File: config.mk
export PLATFORM = sky130hd
export DESIGN_NAME = vector_norm_accumulator
export DESIGN_NICKNAME = d
export VERILOG_FILES = /design/src/hw/rtl/vna_pkg.sv /design/src/hw/rtl/vector_norm_accumulator.sv /design/src/hw/rtl/vna_front.sv /design/src/hw/rtl/vna_queue.sv /design/src/hw/rtl/vna_back.sv
export SDC_FILE = /design/constraint.sdc
export NUM_CORES = 1
export LEC_CHECK = 0
export BUFFER_PORTS_ARGS = -buffer_cell sky130_fd_sc_hd__buf_4
export CAP_MARGIN = 20
export CORE_ASPECT_RATIO = 0.8
export CORE_MARGIN = 1.5
export CORE_UTILIZATION = 50
export CTS_BUF_LIST = sky130_fd_sc_hd__clkbuf_4 sky130_fd_sc_hd__clkbuf_8
export DETAILED_ROUTE_END_ITERATION = 10
export PLACE_DENSITY_LB_ADDON = 0.05
export SETUP_SLACK_MARGIN = 0.2
export SLEW_MARGIN = 20
export SYNTH_ARGS = -nofsm -noshare
export SYNTH_HDL_FRONTEND = slang
export SYNTH_SLANG_ARGS = --single-unit
File: constraint.sdc
create_clock -name clock -period 27.6 [get_ports clock]
set_input_delay 4.14 -clock clock [delete_from_list [all_inputs] [get_ports clock]]
set_output_delay 4.14 -clock clock [all_outputs]
set_load 0.02 [all_outputs]
File: src/hw/rtl/vna_pkg.sv
package vna_pkg;

   // Element and accumulator widths follow the request and response formats.
   localparam int ELEM_WIDTH  = 16;
   localparam int MAG_WIDTH   = ELEM_WIDTH + 1;
   localparam int SQ_WIDTH    = 2 * MAG_WIDTH;
   localparam int ACC_WIDTH   = 44;

   // Decoupling queue between the front and back sections.
   localparam int QUEUE_DEPTH = 4;
   localparam int QPTR_WIDTH  = $clog2(QUEUE_DEPTH);
   localparam int QCNT_WIDTH  = $clog2(QUEUE_DEPTH + 1);

   // Control and status register map.
   localparam int CSR_ADDR_WIDTH = 2;
   localparam int CSR_DATA_WIDTH = 32;
   localparam logic [CSR_ADDR_WIDTH-1:0] CSR_ADDR_NORM_KIND = 2'd0;

   localparam logic [ACC_WIDTH-1:0] ACC_MAX = {ACC_WIDTH{1'b1}};

   typedef enum logic [1:0] {
      KIND_ABS_SUM    = 2'd0,
      KIND_SQUARE_SUM = 2'd1,
      KIND_MAX_ABS    = 2'd2,
      KIND_MAX_GROUP  = 2'd3
   } norm_kind_type;

   // One classified element as it travels from the front to the back.
   typedef struct packed {
      logic [MAG_WIDTH-1:0] mag;
      logic [SQ_WIDTH-1:0]  square;
      logic                 group_end;
      logic                 last;
   } item_type;

endpackage

File: src/hw/rtl/vector_norm_accumulator.sv
// Streaming norm and distance engine. Each request carries one element of
// vector A and one of vector B, each with a presence flag; an absent element
// counts as zero, so unequal lengths and single-vector norms need nothing
// special. The norm_kind register selects the sum of absolute differences,
// the sum of squared differences, the largest absolute difference, or the
// largest per-group sum of absolute differences (row or column maximum norm).
// A request with tlast set closes the run: one response carries the 44-bit
// norm and a saturation flag, and the accumulators clear. The block takes one
// request per clock cycle while the queue has room. The front section forms the
// difference, its magnitude and its square in the accept cycle and writes the
// result into a four-entry queue; the back section retires one queue entry per
// cycle unless a closing entry must wait for the response, through a single
// 44-bit saturating adder and two comparators into the response register. A
// response that is not taken holds the back section only when the next closing
// request reaches it; the queue absorbs up to four requests meanwhile. Write
// norm_kind only while no request waits in the queue. A change inside an open
// run keeps the accumulators, and the new kind applies to later requests.
module vector_norm_accumulator (
   input  logic        clock,
   input  logic        reset,

   // Request channel.
   input  logic        req_tvalid,
   output logic        req_tready,
   input  logic [31:0] req_tdata,   // [15:0] elem_a, [31:16] elem_b
   input  logic [2:0]  req_tuser,   // [0] has_a, [1] has_b, [2] group_end
   input  logic        req_tlast,   // last element of the vector or matrix

   // Response channel.
   output logic        rsp_tvalid,
   input  logic        rsp_tready,
   output logic [47:0] rsp_tdata,   // [43:0] norm_value, [47:44] zero
   output logic [0:0]  rsp_tuser,   // [0] saturated

   // Register port.
   input  logic        csr_psel,
   input  logic        csr_penable,
   input  logic        csr_pwrite,
   input  logic [vna_pkg::CSR_ADDR_WIDTH-1:0] csr_paddr,
   input  logic [vna_pkg::CSR_DATA_WIDTH-1:0] csr_pwdata,
   output logic [vna_pkg::CSR_DATA_WIDTH-1:0] csr_prdata,
   output logic        csr_pready
);
   import vna_pkg::*;

   norm_kind_type  kind_ff;
   norm_kind_type  kind_in;
   logic           csr_write;
   item_type       front_item;
   item_type       head_item;
   logic           queue_not_full;
   logic           queue_head_valid;
   logic           queue_pop;
   logic [ACC_WIDTH-1:0] rsp_norm;
   logic           rsp_saturated;

   // The register port never waits; norm_kind reads return the selected kind.
   assign csr_pready = 1'b1;
   assign csr_write  = csr_psel && csr_penable && csr_pwrite && csr_pready;

   always_comb begin
      kind_in = kind_ff;
      if (csr_write && (csr_paddr == CSR_ADDR_NORM_KIND)) begin
         kind_in = norm_kind_type'(csr_pwdata[1:0]);
      end
      csr_prdata = '0;
      if (csr_paddr == CSR_ADDR_NORM_KIND) begin
         csr_prdata = CSR_DATA_WIDTH'(kind_ff);
      end
   end

   always_ff @(posedge clock) begin
      if (reset) begin
         kind_ff <= KIND_ABS_SUM;
      end else begin
         kind_ff <= kind_in;
      end
   end

   // Front: classify and prepare the element pair.
   vna_front u_front (
      .elem_a    (req_tdata[15:0]),
      .elem_b    (req_tdata[31:16]),
      .has_a     (req_tuser[0]),
      .has_b     (req_tuser[1]),
      .group_end (req_tuser[2]),
      .last      (req_tlast),
      .item      (front_item)
   );

   assign req_tready = queue_not_full;

   vna_queue u_queue (
      .clock      (clock),
      .reset      (reset),
      .push       (req_tvalid),
      .push_item  (front_item),
      .not_full   (queue_not_full),
      .pop        (queue_pop),
      .head_valid (queue_head_valid),
      .head_item  (head_item)
   );

   // Back: accumulate and hold the response.
   vna_back u_back (
      .clock         (clock),
      .reset         (reset),
      .kind          (kind_ff),
      .head_item     (head_item),
      .head_valid    (queue_head_valid),
      .head_pop      (queue_pop),
      .rsp_valid     (rsp_tvalid),
      .rsp_ready     (rsp_tready),
      .rsp_norm      (rsp_norm),
      .rsp_saturated (rsp_saturated)
   );

   assign rsp_tdata = {4'b0000, rsp_norm};
   assign rsp_tuser = rsp_saturated;

endmodule

File: src/hw/rtl/vna_front.sv
module vna_front (
   input  logic [vna_pkg::ELEM_WIDTH-1:0] elem_a,
   input  logic [vna_pkg::ELEM_WIDTH-1:0] elem_b,
   input  logic                           has_a,
   input  logic                           has_b,
   input  logic                           group_end,
   input  logic                           last,
   output vna_pkg::item_type              item
);
   import vna_pkg::*;

   logic signed [MAG_WIDTH-1:0] a_ext;
   logic signed [MAG_WIDTH-1:0] b_ext;
   logic signed [MAG_WIDTH-1:0] diff;
   logic        [MAG_WIDTH-1:0] mag;

   // An absent element counts as zero; the difference is exact in one extra bit.
   always_comb begin
      a_ext = has_a ? MAG_WIDTH'($signed(elem_a)) : '0;
      b_ext = has_b ? MAG_WIDTH'($signed(elem_b)) : '0;
      diff  = a_ext - b_ext;
      mag   = diff[MAG_WIDTH-1] ? MAG_WIDTH'(-diff) : MAG_WIDTH'(diff);
      item.mag       = mag;
      item.square    = SQ_WIDTH'(mag) * SQ_WIDTH'(mag);
      item.group_end = group_end;
      item.last      = last;
   end

endmodule

File: src/hw/rtl/vna_queue.sv
module vna_queue (
   input  logic                   clock,
   input  logic                   reset,
   input  logic                   push,
   input  vna_pkg::item_type      push_item,
   output logic                   not_full,
   input  logic                   pop,
   output logic                   head_valid,
   output vna_pkg::item_type      head_item
);
   import vna_pkg::*;

   item_type                entry_ff [QUEUE_DEPTH];
   logic [QPTR_WIDTH-1:0]   wr_ptr_ff;
   logic [QPTR_WIDTH-1:0]   wr_ptr_in;
   logic [QPTR_WIDTH-1:0]   rd_ptr_ff;
   logic [QPTR_WIDTH-1:0]   rd_ptr_in;
   logic [QCNT_WIDTH-1:0]   count_ff;
   logic [QCNT_WIDTH-1:0]   count_in;
   logic                    do_push;
   logic                    do_pop;

   always_comb begin
      not_full   = (count_ff != QCNT_WIDTH'(QUEUE_DEPTH));
      head_valid = (count_ff != '0);
      head_item  = entry_ff[rd_ptr_ff];
      do_push    = push && not_full;
      do_pop     = pop && head_valid;
      wr_ptr_in  = do_push ? wr_ptr_ff + 1'b1 : wr_ptr_ff;
      rd_ptr_in  = do_pop ? rd_ptr_ff + 1'b1 : rd_ptr_ff;
      count_in   = count_ff + QCNT_WIDTH'(do_push) - QCNT_WIDTH'(do_pop);
   end

   always_ff @(posedge clock) begin
      if (reset) begin
         wr_ptr_ff <= '0;
         rd_ptr_ff <= '0;
         count_ff  <= '0;
      end else begin
         wr_ptr_ff <= wr_ptr_in;
         rd_ptr_ff <= rd_ptr_in;
         count_ff  <= count_in;
      end
   end

   always_ff @(posedge clock) begin
      if (do_push) begin
         entry_ff[wr_ptr_ff] <= push_item;
      end
   end

endmodule

File: src/hw/rtl/vna_back.sv
module vna_back (
   input  logic                          clock,
   input  logic                          reset,
   input  vna_pkg::norm_kind_type        kind,
   input  vna_pkg::item_type             head_item,
   input  logic                          head_valid,
   output logic                          head_pop,
   output logic                          rsp_valid,
   input  logic                          rsp_ready,
   output logic [vna_pkg::ACC_WIDTH-1:0] rsp_norm,
   output logic                          rsp_saturated
);
   import vna_pkg::*;

   logic [ACC_WIDTH-1:0] running_ff;
   logic [ACC_WIDTH-1:0] running_in;
   logic [ACC_WIDTH-1:0] group_ff;
   logic [ACC_WIDTH-1:0] group_in;
   logic                 clip_ff;
   logic                 clip_in;
   logic                 rsp_valid_ff;
   logic                 rsp_valid_in;
   logic [ACC_WIDTH-1:0] rsp_norm_ff;
   logic                 rsp_sat_ff;
   logic [ACC_WIDTH-1:0] mag_ext;
   logic [ACC_WIDTH-1:0] addend;
   logic [ACC_WIDTH-1:0] base;
   logic [ACC_WIDTH:0]   sum;
   logic [ACC_WIDTH-1:0] sat_sum;
   logic                 carry;
   logic                 pop;

   // One saturating adder serves the sums of the absolute, square and group kinds.
   always_comb begin
      mag_ext = ACC_WIDTH'(head_item.mag);
      addend  = (kind == KIND_SQUARE_SUM) ? ACC_WIDTH'(head_item.square) : mag_ext;
      base    = (kind == KIND_MAX_GROUP) ? group_ff : running_ff;
      sum     = {1'b0, base} + {1'b0, addend};
      carry   = sum[ACC_WIDTH];
      sat_sum = carry ? ACC_MAX : sum[ACC_WIDTH-1:0];

      running_in = running_ff;
      group_in   = group_ff;
      clip_in    = clip_ff;
      unique case (kind)
         KIND_ABS_SUM, KIND_SQUARE_SUM: begin
            running_in = sat_sum;
            clip_in    = clip_ff | carry;
         end
         KIND_MAX_ABS: begin
            if (mag_ext > running_ff) begin
               running_in = mag_ext;
            end
         end
         KIND_MAX_GROUP: begin
            clip_in = clip_ff | carry;
            if (head_item.group_end || head_item.last) begin
               if (sat_sum > running_ff) begin
                  running_in = sat_sum;
               end
               group_in = '0;
            end else begin
               group_in = sat_sum;
            end
         end
         default: begin
            running_in = running_ff;
         end
      endcase

      // A closing element needs the response register free or draining.
      pop = head_valid && (!head_item.last || !rsp_valid_ff || rsp_ready);
      rsp_valid_in = (rsp_valid_ff && !rsp_ready) || (pop && head_item.last);
   end

   assign head_pop      = pop;
   assign rsp_valid     = rsp_valid_ff;
   assign rsp_norm      = rsp_norm_ff;
   assign rsp_saturated = rsp_sat_ff;

   always_ff @(posedge clock) begin
      if (reset) begin
         running_ff   <= '0;
         group_ff     <= '0;
         clip_ff      <= 1'b0;
         rsp_valid_ff <= 1'b0;
      end else begin
         rsp_valid_ff <= rsp_valid_in;
         if (pop) begin
            if (head_item.last) begin
               running_ff <= '0;
               group_ff   <= '0;
               clip_ff    <= 1'b0;
            end else begin
               running_ff <= running_in;
               group_ff   <= group_in;
               clip_ff    <= clip_in;
            end
         end
      end
   end

   always_ff @(posedge clock) begin
      if (pop && head_item.last) begin
         rsp_norm_ff <= running_in;
         rsp_sat_ff  <= clip_in;
      end
   end

endmodule

==> results of run 1 <==
==> Yosys cell counts (43+ instances only) <==
master / count
a22o_1: 54
fa_1: 195
a21o_1: 73
clkbuf_1: 82
a21oi_1: 108
nor3_1: 43
ha_1: 225
mux4_2: 50
dfxtp_1: 101
xnor2_1: 58
o21ai_0: 102
inv_1: 343
edfxtp_1: 249
nand2_1: 232
nor2_1: 166
==> kinds of logic (layout without fill, tap and decap cells) <==
logic type      count (synthesis)  count (layout)  synth area share, %
xor+xnor                       93              93                2.987
fa+ha+maj                     420             420                24.42
mux                            87              87                5.542
compound gates                562             562                14.27
other cells                     2              49              0.02729
simple gates                  653             653                11.05
buf+inv                       488             588                7.188
flops                         350             350                34.52
==> cell usage in the layout (no fill, tap or decap), types with 34 or more instances in the layout <==
master	count
nand3_1	40
ha_1	225
edfxtp_1	249
clkbuf_8	61
a21o_1	73
dfxtp_1	99
a22o_1	54
inv_1	343
xnor2_1	58
mux4_2	50
fa_1	195
a21oi_1	108
xor2_1	34
nand2_1	232
o21ai_0	101
buf_4	134
nor3_1	42
nor2_1	165
conb_1	47
==> per-stage QoR <==
stage / cell area, sq um / hold slack (ns) / worst slack (ns) / cells
6_report: 30180 / 0.4485 / 12.92 / 3504
3_5_place_dp: 28940 / 0.4392 / 12.40 / 3395
4_1_cts: 30180 / 0.4518 / 13.08 / 3502
5_1_grt: 30180 / 0.4706 / 12.38 / 3502
2_1_floorplan: 27690 / 0.4251 / 14.38 / 2700
3_3_place_gp: 28930 / 0.4339 / 12.62 / 3394
==> cell type report <==
class | instances | area, sq um
Clock inverter | 32 | 290.3
Sequential cell | 350 | 9504
Clock buffer | 75 | 944.7
Antenna cell | 2 | 5.005
Multi-Input combinational cell | 1862 | 16250
Timing Repair Buffer | 134 | 1006
Fill cell | 4739 | 23920
Inverter | 347 | 1303
Tap cell | 702 | 878.3
==> routing by layer <==
metal  wire, um  vias up  global-route usage (%)
met4       1729        0                   6.995
met5          0        -                       0
li1           -     9473                       -
met2      31400      587                   40.42
met3       4636      111                   4.313
met1      32940     9797                   36.34
==> worst min-delay path by stage <==
stage	start	to	slack, ns
global placement	u_back.running_ff[16]	u_back.running_ff[16]	0.43
floorplan	u_back.running_ff[10]	u_back.running_ff[10]	0.43
CTS	u_back.group_ff[8]	u_back.group_ff[8]	0.45
global route	u_back.group_ff[15]	u_back.group_ff[15]	0.47
detailed placement	u_back.running_ff[11]	u_back.running_ff[11]	0.44
finish	u_back.running_ff[11]	u_back.running_ff[11]	0.45
==> registers in the layout (all words and copies together), names as in the netlist, named ones only <==
| signal | count |
|---|---|
| u_back.group_ff | 44 |
| u_queue.count_ff | 3 |
| u_back.rsp_saturated | 1 |
| u_back.rsp_norm | 44 |
| u_back.rsp_valid | 1 |
| u_queue.wr_ptr_ff | 2 |
| kind_ff | 2 |
| u_back.running_ff | 44 |
| u_queue.entry_ff | 204 |
| u_queue.rd_ptr_ff | 2 |
| u_back.clip_ff | 1 |
==> worst register-to-register path, stage by stage, from the launching register on <==
cell and delay (ns):
dfxtp_4 0.63, buf_4 0.61, mux4_2 0.70, mux2_2 0.31, ha_1 0.41, o21ai_0 0.16
a21oi_1 0.25, nor3b_1 0.28, o211ai_1 0.26, a211oi_2 0.61, o211ai_1 0.41, a2111oi_0 0.60
mux2i_1 0.45, ha_1 0.20, nand4_1 0.18, nor4_1 0.72, a311oi_1 0.22, a21boi_0 0.34
o21a_1 0.92, a31oi_1 0.25, buf_4 0.28, a221oi_1 0.42, a22o_1 0.22
==> summary.md, run 1 <==
| Metric | Value |
|---|---|
| Clk pin slew, worst setup/hold paths | `roughly 0.060 ns` |
| Critical path arrival | `15.03 ns` |
| Post-synthesis sequential area ratio | `about 35%` |
| GRT Resource Usage Total | `about a quarter` |
| Worst path slowest cell | `a2111oi_0` |
| Netlist cell types | `91` |
| Outcome | `completed` |
| Layout cell share with drive strength beyond 1 | `roughly an eighth` |
| Largest net degree at the start of global routing | `86` |
| Worst hold path depth | `2` |
| Path depth of the worst reg2reg path | `22` |
| Most used DFF post-synth | `edfxtp_1` |
| Setup Fix Bufs, Post-CTS | `0` |
| Initial DRC count | `approximately 1400` |
| Row Count | `between 70 and 80` |
| RR Endpoint | `u_back.running_ff[6]` |
| CTS tree | `built` |
| Resized cells post-CTS | `0` |
| Critical Path Stages | `32` |
| Rel. slew slack | `between 20 and 30%` |
| Crit-path max cell delay | `approximately 0.87 ns` |
| Top post-synthesis cells by area | `edfxtp_1, fa_1, ha_1, dfxtp_1, inv_1` |
| Post-Route Utilization | `a little under three fifths` |
| Crit Path Max Fanout | `17` |
| Hold-fix buffers, CTS | `0` |
| Fin. Hold Viols | `0` |
| Worst skew pair latency | `~0.7 ns` |
| Syn. warnings | `0` |
| Reg-to-reg slack, setup | `~18 ns` |
| Setup violations, final | `0` |
| RSZ-0062 raised after global routing | `no` |
| IO buf count | `95` |
| CTS Sinks | `350` |
| Worst min path class | `register to register` |
| Post-synth top area cell | `edfxtp_1` |
| Routed length per placed instance | `20.18 um` |
| Worst path top cell family by delay | `compound AO/OA/AOI/OAI gates` |
| Syn_area_per_cell | `10.36 sq um` |
| Vias in the first global route | `between 20000 and 25000` |
| Vias per cell | `about 5.7` |
| Crit path from | `req_tuser[1]` |
| Period minus WS final | `~15 ns` |
| First-pass GRT wire length | `~110000 um` |
| Period utilisation layout | `between 50% and 60%` |
| Starting density of the core | `50.86%` |
| Synthesized flop and latch total | `350` |
| Gate Count Post-Synth | `roughly 2700` |
| Die W | `265.3 um` |
| Worst Tran Pin Value | `1.097 ns` |
| H-tree depth | `2` |
| Max Buffers Root-to-Sink | `3` |
| Die ar. | `0.05646 sq mm` |
| Nets | `between 3000 and 4000` |
| Final Slew Violations | `0` |
| Num CTS Buffers | `57` |
| Clock skew | `0.06439 ns` |
| Fmax achieved | `68.14 MHz` |
| Critical Path Sink | `u_queue.entry_ff[0][35]` |
| Ys async rst share | `0%` |
| Setup CP Type | `input port to register` |
| Worst setup EP type | `register` |
| Area grow syn2layout | `9.684%` |
| CORE AREA | `around 0.054 sq mm` |
| Final HPWL DP | `around 52000 um` |
| Routed Antenna Nets | `0` |
| RePlAce Congestion | `~0.94` |
| Worst path bufs/invs | `5` |
| Startpoint types | `input port` |
| Pre-antenna DRT Iters | `5` |
| Post-synth EDFFs | `around 250` |
| CP required | `about 28 ns` |
| CTS root buf | `clkbuf_8` |
| Die Y | `212.8 um` |
| DRC | `0` |
| Num ports | `161` |
| WL final | `70710 um` |
| Total gr overflow | `0` |
| Share of Yosys cell area claimed by the top area cell type | `a little over a quarter` |
| CP most frequent cell | `fa_1` |
| Max Cap Viol | `0` |
| Initial antenna violation count | `2` |
| Syn Std Cell Area | `about 0.028 sq mm` |
| Vias | `about 20000` |
| Setup tns final | `0 ns` |
Power of run 1 is not shown: default switching activity piles up to over one toggle a cycle in this logic, so the estimate is an artifact.
==> inputs of run 2 (changes only) <==
Settings changed: ABC_AREA set to 1.
Clock period 27.6 ns to 13 ns, I/O delays scaled along.
==> summary.md, run 2 <==
| Metric | Value |
|---|---|
| Starting density of the core | `50.75% (was 50.86%)` |
| Worst Tran Pin Value | `0.9244 ns (was 1.097 ns)` |
| CTS tree | `built (unchanged)` |
| Setup violations, final | `0 (unchanged)` |
| Period utilisation layout | `around four fifths` |
| Num CTS Buffers | `53 (was 57)` |
| Period minus WS final | `between 10 and 15 ns` |
| Share of synthesized cell area in full adder, half adder and majority cells | `22.70% (was 24.42%)` |
| Largest net degree at the start of global routing | `81 (was 86)` |
| CP most frequent cell | `nand2_1 (was fa_1)` |
| Area used by multi-input combinational logic | `0.01713 sq mm (was 0.01625 sq mm)` |
| Fmax achieved | `about 94 MHz` |
| Vias | `24800 (was 19970)` |
| Hold-fix buffers, CTS | `0 (unchanged)` |
| Syn Std Cell Area | `0.02960 sq mm (was 0.02752 sq mm)` |
| Max Cap Viol | `0 (unchanged)` |
| Share of Yosys cell area claimed by the top area cell type | `25.26% (was 27.17%)` |
| Initial antenna violation count | `0 (was 2)` |
| Synthesized flop and latch total | `350 (unchanged)` |
| Worst min path class | `register to register (unchanged)` |
| Setup Fix Bufs, Post-CTS | `0 (unchanged)` |
| Crit-path max cell delay | `0.73 ns (was 0.87 ns)` |
| Worst skew pair latency | `0.66 ns (was 0.69 ns)` |
| Area grow syn2layout | `8.582% (was 9.684%)` |
| Outcome | `completed (unchanged)` |
| Die Y | `220.6 um (was 212.8 um)` |
| Vias per cell | `5.307 (was 5.699)` |
| IO buf count | `95 (unchanged)` |
| Most used DFF post-synth | `edfxtp_1 (unchanged)` |
| CORE AREA | `0.05832 sq mm (was 0.05411 sq mm)` |
| Critical path arrival | `11.01 ns (was 15.03 ns)` |
| Register Area | `0.009503 sq mm (was 0.009504 sq mm)` |
| Main combinational cell family by area after synthesis | `simple AND/OR/NAND/NOR gates (was adder cells)` |
| Die W | `275.0 um (was 265.3 um)` |
| Worst path top cell family by delay | `adder cells (was compound AO/OA/AOI/OAI gates)` |
| Rel. slew slack | `38.37% (was 26.85%)` |
| Resized cells post-CTS | `0 (unchanged)` |
| Post-synthesis sequential area ratio | `32.09% (was 34.52%)` |
| Top post-synthesis cells by area | `edfxtp_1, fa_1, nand2_1, ha_1, inv_1 (was edfxtp_1, fa_1, ha_1, dfxtp_1, inv_1)` |
| Die ar. | `0.06067 sq mm (was 0.05646 sq mm)` |
| Post-synthesis compound-gate area fraction | `8.823% (was 14.27%)` |
| Most frequent cell after synthesis | `nand2_1 (was inv_1)` |
| Clock skew | `0.06542 ns (was 0.06439 ns)` |
| Vias in the first global route | `24050 (was 20200)` |
| H-tree depth | `2 (unchanged)` |
| CTS Sinks | `350 (unchanged)` |
| Final HPWL DP | `64380 um (was 52410 um)` |
| Nets | `4355 (was 3249)` |
| Worst path slowest cell | `and2_1 (was a2111oi_0)` |
| Setup CP Type | `input port to register (unchanged)` |
| DRC | `0 (unchanged)` |
| Reg-to-reg slack, setup | `4.74 ns (was 18.11 ns)` |
| Post-synth top area cell | `edfxtp_1 (unchanged)` |
| Routed Antenna Nets | `0 (unchanged)` |
| Commonest non-fill, non-tap cell in the layout | `nand2_1 (was inv_1)` |
| Worst path bufs/invs | `8 (was 5)` |
| Netlist cell types | `57 (was 91)` |
| CTS root buf | `clkbuf_8 (unchanged)` |
| Row Count | `79 (was 76)` |
| Syn_area_per_cell | `7.838 sq um (was 10.36 sq um)` |
| Commonest non-fill, non-tap cells in the layout | `nand2_1, inv_1, nor2_1 (was inv_1, edfxtp_1, nand2_1)` |
| Initial DRC count | `1860 (was 1436)` |
| # fillers | `5551 (was 4739)` |
| Synth Area in XOR/XNOR | `1.923% (was 2.987%)` |
| Pre-antenna DRT Iters | `8 (was 5)` |
| Final Slew Violations | `0 (unchanged)` |
| RePlAce Congestion | `0.9346 (was 0.9387)` |
| Layout cell share with drive strength beyond 1 | `8.122% (was 12.32%)` |
| GRT Resource Usage Total | `28.41% (was 25.53%)` |
| Startpoint types | `input port (unchanged)` |
| Ys async rst share | `0% (unchanged)` |
| Crit Path Max Fanout | `18 (was 17)` |
| Routed length per placed instance | `18.00 um (was 20.18 um)` |
| Antenna Cells | `0 (was 2)` |
| Mux contribution to synthesized area | `0% (was 5.542%)` |
| First-pass GRT wire length | `133300 um (was 112000 um)` |
| Syn. warnings | `0 (unchanged)` |
| Worst setup EP type | `register (unchanged)` |
| Max Buffers Root-to-Sink | `3 (unchanged)` |
| Clk pin slew, worst setup/hold paths | `0.07 ns (was 0.06 ns)` |
| WL final | `84070 um (was 70710 um)` |
| Total gr overflow | `0 (unchanged)` |
| Top cells by count, synth | `nand2_1, inv_1, nor2_1, edfxtp_1, a21oi_1 (was inv_1, edfxtp_1, nand2_1, ha_1, fa_1)` |
| RSZ-0062 raised after global routing | `no (unchanged)` |
| Fin. Hold Viols | `0 (unchanged)` |
| CP required | `13.40 ns (was 27.96 ns)` |
| Gate Count Post-Synth | `3776 (was 2655)` |
| Setup tns final | `0 ns (unchanged)` |
| Post-synthesis simple-gate area fraction | `23.63% (was 11.05%)` |
| Post-synth EDFFs | `249 (unchanged)` |
| Top reg by flops | `u_queue.entry_ff (unchanged)` |
| Num ports | `161 (unchanged)` |
| Number of flip-flops in the largest register | `204 (unchanged)` |
run 2: tightest hold or removal path, delay by kind of cell (launching register included):
| kind | cells | cell delay (ns) |
|---|---|---|
| AO/OA/AOI/OAI | 1 | 0.05 |
| AND/OR/NAND/NOR | 1 | 0.06 |
| flip-flops | 1 | 0.31 |
run 2: cell type report:
cell class	instances	share of cell area (%)
Clock inverter	19	0.6891
Multi-Input combinational cell	2683	53.29
Sequential cell	350	29.57
Clock buffer	81	3.021
Tap cell	769	2.994
Inverter	648	7.584
Timing Repair Buffer	122	2.850
run 2: cell families (layout without fill, tap and decap cells):
logic type                 count (synthesis)  after routing
adders and majority gates                420            420
buffers and inverters                    788            870
and+or+nand+nor                         1675           1675
other                                      2             47
AOI/OAI and AO/OA                        479            479
xor gates and xnor gates                  62             62
DFF                                      350            350
run 2: final timing paths:
check / from / to / cells after the start
min: u_back.group_ff[35] / u_back.group_ff[35] / 2
max: req_tuser[0] / u_queue.entry_ff[2][33] / 39
max reg2reg: register / u_back.running_ff[31] / 32
min reg2reg: u_back.group_ff[35] / u_back.group_ff[35] / 2
run 2: metrics by stage:
stage	instance area [sq um]	worst slack, ns	hold slack, ns	instances	util, %
floorplan	29770	3.429	0.4422	3821	-
global placement	30940	2.005	0.4516	4572	53.06
detailed placement	30940	1.874	0.4554	4572	53.06
CTS	32140	2.525	0.4658	4672	55.10
global route	32140	1.693	0.4767	4672	55.11
finish	32140	2.391	0.4671	4672	55.11
run 2: routing by layer:
layer	vias to the layer above	share of wire [%]	track usage, %
met2	707	43	43.69
met3	100	6.5	4.113
li1	12070	-	-
met1	11920	49	42.78
met4	0	1.6	5.100
met5	-	0	0
Power of run 2 is left out for the same reason.
==> inputs of run 3 (changes only) <==
Clock period 13 ns to 9.8 ns, I/O delays scaled along.
==> summary.md, run 3 (synthesized netlist as in run 2, its figures left out) <==
| Metric | Value |
|---|---|
| Worst path slowest cell | `fa_1 (was and2_1)` |
| Vias per cell | `5.271 (was 5.307)` |
| # fillers | `5569 (was 5551)` |
| Top reg by flops | `u_queue.entry_ff (unchanged)` |
| Commonest non-fill, non-tap cell in the layout | `nand2_1 (unchanged)` |
| Worst min path class | `register to register (unchanged)` |
| CTS root buf | `clkbuf_8 (unchanged)` |
| Startpoint types | `input port (unchanged)` |
| Num CTS Buffers | `52 (was 53)` |
| Setup violations, final | `0 (unchanged)` |
| Setup CP Type | `input port to register (unchanged)` |
| Vias in the first global route | `24220 (was 24050)` |
| GRT Resource Usage Total | `28.22% (was 28.41%)` |
| Rel. slew slack | `33.51% (was 38.37%)` |
| Worst setup margin | `0.7158 ns (was 2.391 ns)` |
| Routed length per placed instance | `17.80 um (was 18.00 um)` |
| IO buf count | `95 (unchanged)` |
| Critical path arrival | `9.51 ns (was 11.01 ns)` |
| RePlAce Congestion | `0.9257 (was 0.9346)` |
| Worst Tran Pin Value | `0.9974 ns (was 0.9244 ns)` |
| Clk pin slew, worst setup/hold paths | `0.07 ns (about the same)` |
| Finished Layout Cells | `4752 (was 4672)` |
| Row Count | `79 (unchanged)` |
| Vias | `25050 (was 24800)` |
| WL final | `84610 um (was 84070 um)` |
| Starting density of the core | `50.75% (unchanged)` |
| Layout cell share with drive strength beyond 1 | `10.37% (was 8.122%)` |
| Fin area | `0.03287 sq mm (was 0.03214 sq mm)` |
| Placed instance count | `4652 (was 4572)` |
| Clock skew | `0.04838 ns (was 0.06542 ns)` |
| Period utilisation layout | `between 90% and 100%` |
| CP required | `10.23 ns (was 13.40 ns)` |
| Fmax achieved | `110.1 MHz` |
| DP Worst Slack | `-0.06799 ns (was 1.874 ns)` |
| Worst hold path depth | `2 (unchanged)` |
| CP most frequent cell | `fa_1 (was nand2_1)` |
| Initial DRC count | `2021 (was 1860)` |
| Crit Path Max Fanout | `16 (was 18)` |
| CTS tree | `built (unchanged)` |
| Routed Antenna Nets | `0 (unchanged)` |
| Worst skew pair latency | `0.65 ns (was 0.66 ns)` |
| Largest net degree at the start of global routing | `103 (was 81)` |
| Commonest non-fill, non-tap cells in the layout | `nand2_1, inv_1, nor2_1 (unchanged)` |
| Initial antenna violation count | `0 (unchanged)` |
| Outcome | `completed (unchanged)` |
| First-pass GRT wire length | `132600 um (was 133300 um)` |
| Die Y | `220.6 um (unchanged)` |
| Setup tns final | `0 ns (unchanged)` |
| Path depth of the worst reg2reg path | `35 (was 32)` |
| Final Slew Violations | `0 (unchanged)` |
| CTS Sinks | `350 (unchanged)` |
| Worst setup EP type | `register (unchanged)` |
| Antenna Cells | `0 (unchanged)` |
| Reg-to-reg startpoint | `kind_ff[1]` |
| Total gr overflow | `0 (unchanged)` |
| Period minus WS final | `a little over 9 ns` |
| Num ports | `161 (unchanged)` |
| Die ar. | `0.06067 sq mm (unchanged)` |
| Fin. Hold Viols | `0 (unchanged)` |
| Number of flip-flops in the largest register | `204 (unchanged)` |
| Worst Hold Launch | `u_back.group_ff[1] (was u_back.group_ff[35])` |
| H-tree depth | `2 (unchanged)` |
| Crit-path max cell delay | `0.54 ns (was 0.73 ns)` |
| Die W | `275.0 um (unchanged)` |
| Pre-antenna DRT Iters | `8 (unchanged)` |
| Max Cap Viol | `0 (unchanged)` |
| CORE AREA | `0.05832 sq mm (unchanged)` |
| RSZ-0062 raised after global routing | `no (unchanged)` |
| Crit path from | `req_tuser[0] (unchanged)` |
| Nets | `4437 (was 4355)` |
| Placed Area | `0.03164 sq mm (was 0.03094 sq mm)` |
| Area grow syn2layout | `11.07% (was 8.582%)` |
| Max Buffers Root-to-Sink | `3 (unchanged)` |
| DRC | `0 (unchanged)` |
| Final HPWL DP | `65850 um (was 64380 um)` |
[run 3: cell types whose count changed in the layout (fill, tap and decap cells not counted), sizes merged]
cell | before | now
buf | 122 | 205
bufinv | 4 | 1
clkinv | 18 | 16
clkinvlp | 0 | 2
clkbuf | 81 | 82
inv | 645 | 644
[run 3: final timing paths]
check | end | slack, ns
worst min-delay path | u_back.group_ff[1] | 0.46
worst min register to register | u_back.group_ff[1] | 0.46
worst max-delay path | u_queue.entry_ff[2][33] | 0.72
worst max register to register | u_back.running_ff[29] | 2.03
[run 3: cell type report]
type	count	area [sq um]	share of cell area, %
inverter	648	2440	7.422
tap	769	962.2	2.927
clock buffer	82	984.7	2.995
sequential	350	9503	28.91
clock inverter	15	138.9	0.4225
timing repair buffer	205	1639	4.986
multi-input combinational	2683	17210	52.34
[run 3: worst max-delay path: cells and delay by family]
| family | cells | cell delay [ns] |
|---|---|---|
| XOR/XNOR | 1 | 0.26 |
| AO/OA/AOI/OAI | 2 | 0.35 |
| buffers and inverters | 7 | 0.71 |
| AND/OR/NAND/NOR | 16 | 2.24 |
| adder cells (fa/ha/maj) | 10 | 4.44 |
[run 3: per-layer routing]
layer  up-vias  GRT usage (%)  wire [um]  part of all wire, %
met5         -              0          0                    0
met4         0          5.410       1418                  1.7
met3        87          4.373       6189                  7.3
met2       775          42.92      35860                   42
met1     11960          42.56      41140                   49
li1      12230              -          -                    -
[run 3: metrics by stage]
stage | hold WS, ns | utilization, %
2_1_floorplan | 0.4422 | -
5_1_grt | 0.4764 | 56.37
3_5_place_dp | 0.4551 | 54.26
4_1_cts | 0.4651 | 56.19
3_3_place_gp | 0.4511 | 54.26
6_report | 0.4622 | 56.37
[run 3: repair_timing]
action	in CTS	in global routing
hold buffers	0	0
gates resized for setup	0	19
setup endpoints to repair	0	44
setup buffers	0	3
Power of run 3 is left out for the same reason.
